**src/rtl/core/tfva_pkg.sv**
```systemverilog
// ----------------------------------------------------------------------------
// Triangle fan vertex assembly package
// Shared widths, codes, payload types and controller/datapath link types.
// ----------------------------------------------------------------------------
package tfva_pkg;

  // Field widths fixed by the item formats.
  localparam int COORD_WIDTH = 24;
  localparam int IDX_WIDTH   = 13;

  // Default sizes handed to the top level.
  localparam int DEF_MAX_VERTICES = 4096;
  localparam int DEF_MAX_CORNERS  = 16;

  // A triangle is three vertices.
  localparam int VERTS_PER_TRI = 3;

  // Input command codes; the fourth code is ignored.
  typedef enum logic [1:0] {
    CMD_POSITION = 2'd0,
    CMD_NORMAL   = 2'd1,
    CMD_CORNER   = 2'd2
  } cmd_e;

  // Which corner the next store read belongs to.
  typedef enum logic [1:0] {
    SEL_FIRST = 2'd0,
    SEL_MID   = 2'd1,
    SEL_CUR   = 2'd2
  } rd_sel_e;

  // Controller states.
  typedef enum logic {
    ST_IDLE = 1'b0,
    ST_EMIT = 1'b1
  } fsm_state_e;

  // One input item.
  typedef struct packed {
    logic [1:0]                    cmd;
    logic                          face_start;
    logic signed [COORD_WIDTH-1:0] coord_x;
    logic signed [COORD_WIDTH-1:0] coord_y;
    logic signed [COORD_WIDTH-1:0] coord_z;
    logic [IDX_WIDTH-1:0]          pos_index;
    logic [IDX_WIDTH-1:0]          nrm_index;
  } in_item_t;

  // One result item.
  typedef struct packed {
    logic signed [COORD_WIDTH-1:0] vert_x;
    logic signed [COORD_WIDTH-1:0] vert_y;
    logic signed [COORD_WIDTH-1:0] vert_z;
    logic signed [COORD_WIDTH-1:0] norm_x;
    logic signed [COORD_WIDTH-1:0] norm_y;
    logic signed [COORD_WIDTH-1:0] norm_z;
    logic                          last_of_triangle;
    logic                          index_error;
  } out_item_t;

  // Commands from the controller to the datapath.
  typedef struct packed {
    logic    accept;
    logic    rd_en;
    rd_sel_e rd_sel;
    logic    load_out;
    logic    last;
  } ctl_cmd_t;

  // Status from the datapath to the controller.
  typedef struct packed {
    logic emit;
    logic out_free;
  } dp_status_t;

endpackage

```
**src/rtl/core/tfva_ctrl.sv**
```systemverilog
// ----------------------------------------------------------------------------
// Triangle fan vertex assembly controller
// Accepts items and sequences the three store reads of an emitting corner.
// ----------------------------------------------------------------------------
module tfva_ctrl import tfva_pkg::*; (
  input  logic       clk_i,
  input  logic       rst_ni,
  input  logic       in_valid_i,
  output logic       in_stall_o,
  input  dp_status_t status_i,
  output ctl_cmd_t   cmd_o
);

  localparam logic [1:0] LAST_VERT = 2'(VERTS_PER_TRI - 1);

  fsm_state_e state_q, state_d;
  logic [1:0] vidx_q, vidx_d;
  logic       accept;

  assign in_stall_o = (state_q != ST_IDLE);
  assign accept     = in_valid_i && !in_stall_o;

  // Next state and vertex counter.
  always_comb begin
    state_d = state_q;
    vidx_d  = vidx_q;
    case (state_q)
      ST_IDLE: begin
        if (accept && status_i.emit) begin
          state_d = ST_EMIT;
          vidx_d  = '0;
        end
      end
      ST_EMIT: begin
        if (status_i.out_free) begin
          if (vidx_q == LAST_VERT) begin
            state_d = ST_IDLE;
          end else begin
            vidx_d = vidx_q + 2'd1;
          end
        end
      end
      default: begin
        state_d = ST_IDLE;
      end
    endcase
  end

  // Datapath commands.
  always_comb begin
    cmd_o          = '0;
    cmd_o.accept   = accept;
    cmd_o.rd_sel   = SEL_FIRST;
    case (state_q)
      ST_IDLE: begin
        if (accept && status_i.emit) begin
          cmd_o.rd_en = 1'b1;
        end
      end
      ST_EMIT: begin
        if (status_i.out_free) begin
          cmd_o.load_out = 1'b1;
          cmd_o.last     = (vidx_q == LAST_VERT);
          if (vidx_q != LAST_VERT) begin
            cmd_o.rd_en  = 1'b1;
            cmd_o.rd_sel = (vidx_q == 2'd0) ? SEL_MID : SEL_CUR;
          end
        end
      end
      default: begin
        cmd_o.rd_en = 1'b0;
      end
    endcase
  end

  always_ff @(posedge clk_i or negedge rst_ni) begin
    if (!rst_ni) begin
      state_q <= ST_IDLE;
      vidx_q  <= '0;
    end else begin
      state_q <= state_d;
      vidx_q  <= vidx_d;
    end
  end

endmodule

```
**config.mk**
```make
export PLATFORM = sky130hd
export DESIGN_NAME = tfva_ctrl
export DESIGN_NICKNAME = d
export VERILOG_FILES = /design/src/rtl/core/tfva_pkg.sv /design/src/rtl/core/tfva_ctrl.sv
export SDC_FILE = /design/constraint.sdc
export NUM_CORES = 1
export LEC_CHECK = 0
export BUFFER_PORTS_ARGS = -buffer_cell sky130_fd_sc_hd__buf_2
export CORE_AREA = 2 2 39 41
export DETAILED_ROUTE_END_ITERATION = 10
export DIE_AREA = 0 0 41 43
export GPL_TIMING_DRIVEN = 0
export HOLD_SLACK_MARGIN = 0.12
export PLACE_DENSITY_LB_ADDON = 0.2
export SKIP_CTS_REPAIR_TIMING = 1
export SYNTH_ARGS = -nofsm -noshare
export SYNTH_HDL_FRONTEND = slang
export SYNTH_SLANG_ARGS = --single-unit
```
**constraint.sdc**
```tcl
create_clock -name clk_i -period 1.64 [get_ports clk_i]
set_input_delay 0.164 -clock clk_i [delete_from_list [all_inputs] [get_ports clk_i]]
set_output_delay 0.164 -clock clk_i [all_outputs]
set_load 0.05 [all_outputs]
```
==> results of run 1 <==
[flip-flops by register name, summed over array words and instances, names as in the netlist]
register	count
in_stall_o	1
vidx_q	2
[cell type report]
type	count	area share [%]
plain buffers	1	1.967
clock buffers	4	6.885
inverters	3	2.951
multi-input cells	20	45.57
flip-flops and latches	3	19.67
well taps	16	5.246
repair buffers	12	17.70
[per-layer routing]
metal	vias up	wire length, um	global-route usage, %
met1	105	234	6.796
met2	5	253	8.438
met4	0	0	8.000
met5	-	0	0
li1	127	-	-
met3	0	27	1.571
[logic make-up (layout without fill, tap and decap cells)]
logic type | after synthesis | in the layout
AOI/OAI and AO/OA | 6 | 6
adders and majority gates | 4 | 4
buffers and inverters | 4 | 20
DFF | 3 | 3
and+or+nand+nor | 10 | 10
[cell usage after synthesis, drive strengths merged]
master and instances:
nand3b 1, a22o 1, inv 3, nand2b 1, ha 4, nand2 3
o21ai 3, or3b 1, dfrtp 3, and3 2, buf 1, nor3 1
a32o 2, nor2b 1
[power groups by stage]
stage               Combinational (uW)  Sequential [uW]  Clock [uW]
floorplan                          386              190           0
global placement                   523              158           0
detailed placement                 522              157           0
CTS                                524              155         134
global route                       566              164         140
finish                             527              158         126
[final timing paths]
| kind | from | to | slack, ps | depth (start not counted) |
|---|---|---|---|---|
| max in group asynchronous | rst_ni | in_stall_o | 1270 | 2 |
| hold / removal | status_i[1] | in_stall_o | 200 | 2 |
| setup reg to reg | vidx_q[0] | vidx_q[0] | 320 | 5 |
| hold reg to reg | vidx_q[0] | vidx_q[0] | 540 | 1 |
| setup / recovery | vidx_q[0] | cmd_o[3] | 90 | 4 |
| min in group asynchronous | rst_ni | vidx_q[1] | 260 | 2 |
[through the flow]
| step | hold WS (ps) | cell area [um^2] | utilization, % | instances |
|---|---|---|---|---|
| 6_report | 201.3 | 381.6 | 27.58 | 59 |
| 5_1_grt | 191.0 | 381.6 | 27.58 | 59 |
| 4_1_cts | -285.9 | 364.1 | 26.31 | 58 |
| 3_5_place_dp | -36.51 | 337.8 | 24.41 | 54 |
| 3_3_place_gp | -36.73 | 337.8 | 24.41 | 54 |
| 2_1_floorplan | -131.6 | 262.8 | - | 27 |
[worst max-delay path: stages (launching register included)]
cell and delay (ps):
dfrtp_1 350, inv_1 100, ha_1 260, nor3_4 170
buf_2 270
[cell usage in the layout (no fill, tap or decap)]
master and n:
nand3b_1 1, nor2b_2 1, nand2_1 3, inv_1 3, buf_4 1, nand2b_1 1
or3b_1 1, clkbuf_1 1, clkbuf_4 4, dfrtp_1 3, o21ai_0 2, buf_2 10
a32o_1 2, dlygate4sd3_1 1, o21ai_2 1, ha_1 3, and3_2 2, nor3_4 1
ha_2 1, a22o_1 1
==> impl_metrics.ini, run 1 <==
[outcome]
outcome = complete, no violations

[worst_setup_path]
path_max_fanout = 5
cp.arrival_ps = 1380
critPathKind = reg2out
start_kind = flip-flop
cp.required_ps = 1480
endpoint_kind = output port

[flow_run]
drv_cap = 0

[placement]
dp_hpwl_um = 395
gp_congestion = 0.5769
io_buffers = 11
place_ws_ps = 276.8

[global_route]
grt_pass1_vias = 211
track_usage_pct = 6.338
grt_max_degree = 10
grt_remaining_overflow = 0
antenna_found_initial = 0
grt_pass1_wl_um = 717

[layout]
seqCellArea_um2 = 75.07
fillerInstances = 160
antenna_cells = 0
synthToLayoutAreaGrowth_pct = 54.04
nNetsFinal = 53
multi_input_comb_area_um2 = 173.9
drive_gt1_share_pct = 48.84

[logic_synthesis]
synth_fp_nets = 36
synth_top_area_share_pct = 30.30
syn_area_per_cell_um2 = 9.175
synth-xor-area-share_pct = 0
yosys.area_share.simple_pct = 24.24
synth_seq_cells = 3
synthMuxAreaShare_pct = 0
yosysUniqueCellTypes = 14
yosysSeqAreaShare_pct = 30.30
syn_inst = 27
synthAdderAreaFrac_pct = 20.20
syn-cell-area_um2 = 247.7
synth_compound_area_share_pct = 17.68
synth_top_family_by_area = simple AND/OR/NAND/NOR gates
yosys.area.top_type = dfrtp_1
synth_area_leaders = dfrtp_1 30%, ha_1 20%, a32o_1 8.1%, o21ai_0 6.1%, and3_2 6.1%
yosysWarningCount = 0

[die]
dieArea_um2 = 1763
core_um2 = 1384
initial_core_util_pct = 17.90
num_io_pins = 12
fp-row-count = 14
die_y_um = 43
dieWidth_um = 41

[clock_tree]
path_clk_slew_ps = 30
cts_sinks = 3
clock-root-buffer = clkbuf_4
cts_tree = built
htreeDepth = 1
cts_inserted_buffers = 3
clockBufferDepth = 2
clock_latency_ps = 230

[power_and_ir_drop]
switching_share_pct = 53.68
pwr-share-comb_pct = 65.0
pwr_density_cell_nw_per_um2 = 2123
pwr-share-seq_pct = 19.4
power.switching_uw = 434.9
p_total_uw = 810.2
leakagePower_uw = 0.0001980
peakVddDrop_v = 0.0005528
cell_internal_pwr_uw = 375.2
p_clk_share_pct = 15.6

[sta]
slew_headroom_pct = 82.31
fin_crit_ps = 1548
rsz0062_at_grt = no
timing.final.hold_violations = 0
fin_crit_sh_pct = 94.40
finalSetupTns_ps = 0
fin_ws_ps = 91.92
max_freq_mhz = 646.0
worstMarginPinSlew_ps = 265.3
slew_viol_final = 0
finClkSkew_ps = 2.164
setup_viol = 0

[drt]
drt_first_iter_violations = 0
final_antenna_net_count = 0
routed_via_density = 4.017
wl_per_cell_um = 8.729
drc = 0
vias = 237
dr.pass1.iters = 1
routed_wl_um = 515

[worst_hold_path]
hold_path_class = in2reg
Power figures use the tool's default switching activity.
==> inputs of run 2 (changes only) <==
Settings changed: CTS_BUF_LIST set to sky130_fd_sc_hd__clkbuf_4 sky130_fd_sc_hd__clkbuf_8 sky130_fd_sc_hd__clkbuf_16.
==> impl_metrics.ini, run 2 (synthesis gave the netlist of run 1 again) <==
[layout]
final_cell_mix = 10 x buf_2, 5 x clkbuf_4
final_core_utilization_pct = 27.85
regMostFlops = vidx_q
antenna_cells = 0
largest_reg_flops = 2
nNetsFinal = 53
layout_commonest_cell = buf_2
drive_gt1_share_pct = 51.16
stdcell_count = 59
synthToLayoutAreaGrowth_pct = 55.56

[power_and_ir_drop]
pwr-share-comb_pct = 63.7
power.switching_uw = 435.5
pwr-share-seq_pct = 19.0
switching_share_pct = 52.64
peakVddDrop_v = 0.0005563
leakagePower_uw = 0.0002014
pwr_density_cell_nw_per_um2 = 2147
cell_internal_pwr_uw = 391.8
p_total_uw = 827.2
p_clk_share_pct = 17.3

[worst_setup_path]
path_max_fanout = 5
cp.arrival_ps = 1390
start_kind = flip-flop
endpoint_kind = output port
critPathKind = reg2out
cp.required_ps = 1480

[die]
die_y_um = 43
num_io_pins = 12
dieArea_um2 = 1763
dieWidth_um = 41
core_um2 = 1384
fp-row-count = 14
initial_core_util_pct = 17.90

[sta]
slew_viol_final = 0
fin_crit_sh_pct = 94.48
finClkSkew_ps = 1.830
rsz0062_at_grt = no
setup_viol = 0
finalSetupTns_ps = 0
fin_crit_ps = 1549
worstMarginPinSlew_ps = 265.3
timing.final.hold_violations = 0
max_freq_mhz = 645.4
slew_headroom_pct = 82.31

[clock_tree]
htreeDepth = 1
path_clk_slew_ps = 30
cts_tree = built
cts_sinks = 3
clockBufferDepth = 2
clock_latency_ps = 230
clock-root-buffer = clkbuf_4
cts_inserted_buffers = 3

[placement]
io_buffers = 11
dp_hpwl_um = 395
placed_cells = 54
gp_congestion = 0.5769

[drt]
dr.pass1.iters = 1
final_antenna_net_count = 0
drc = 0
wl_per_cell_um = 8.729
routed_via_density = 4.017
drt_first_iter_violations = 0
vias = 237
routed_wl_um = 515

[global_route]
antenna_found_initial = 0
grt_pass1_wl_um = 717
grt_remaining_overflow = 0
grt_max_degree = 10
grt_pass1_vias = 211
track_usage_pct = 6.338

[outcome]
outcome = complete, no violations

[worst_hold_path]
hold_path_class = in2reg

[flow_run]
drv_cap = 0
-- run 2: worst max-delay path, stage by stage, from the launching register on --
cell     delay (ps)
dfrtp_1         350
inv_1           100
ha_1            260
nor3_4          170
buf_2           270
-- run 2: through the flow --
stage / hold slack, ps / cell area (um^2) / worst slack (ps)
after floorplan: -131.6 / 262.8 / 40.09
after global placement: -36.73 / 337.8 / 251.5
after detailed placement: -36.51 / 337.8 / 276.8
after CTS: -288.4 / 367.9 / 31.18
after global routing: 189.4 / 385.4 / 12.35
final: 200.0 / 385.4 / 90.56
-- run 2: worst paths after layout --
| check | start | end | slack, ps | depth (start not counted) |
|---|---|---|---|---|
| max | vidx_q[0] | cmd_o[3] | 90 | 4 |
| min | status_i[1] | in_stall_o | 200 | 2 |
| max reg2reg | vidx_q[0] | vidx_q[0] | 320 | 5 |
| min reg2reg | vidx_q[0] | vidx_q[0] | 540 | 1 |
| max in group asynchronous | rst_ni | in_stall_o | 1270 | 2 |
| min in group asynchronous | rst_ni | vidx_q[1] | 260 | 2 |
-- run 2: area by class of cell --
type | instances | area, um^2
Fill cell | 158 | 998.5
Multi-Input combinational cell | 20 | 173.9
Sequential cell | 3 | 75.07
Timing Repair Buffer | 12 | 67.56
Clock buffer | 4 | 30.03
Tap cell | 16 | 20.02
Inverter | 3 | 11.26
Buffer | 1 | 7.507
-- run 2: routing by layer --
metal  vias to the layer above  part of all wire, %  track usage (%)
li1                        127                    -                -
met4                         0                    0            8.000
met1                       105                   45            6.796
met2                         5                   50            8.438
met3                         0                  5.2            1.571
met5                         -                    0                0
-- run 2: power groups by stage --
stage | combinational, uW | clock, uW | sequential (uW)
floorplan | 386 | 0 | 190
global placement | 523 | 0 | 158
CTS | 524 | 152 | 155
detailed placement | 522 | 0 | 157
global route | 566 | 157 | 164
finish | 527 | 143 | 158
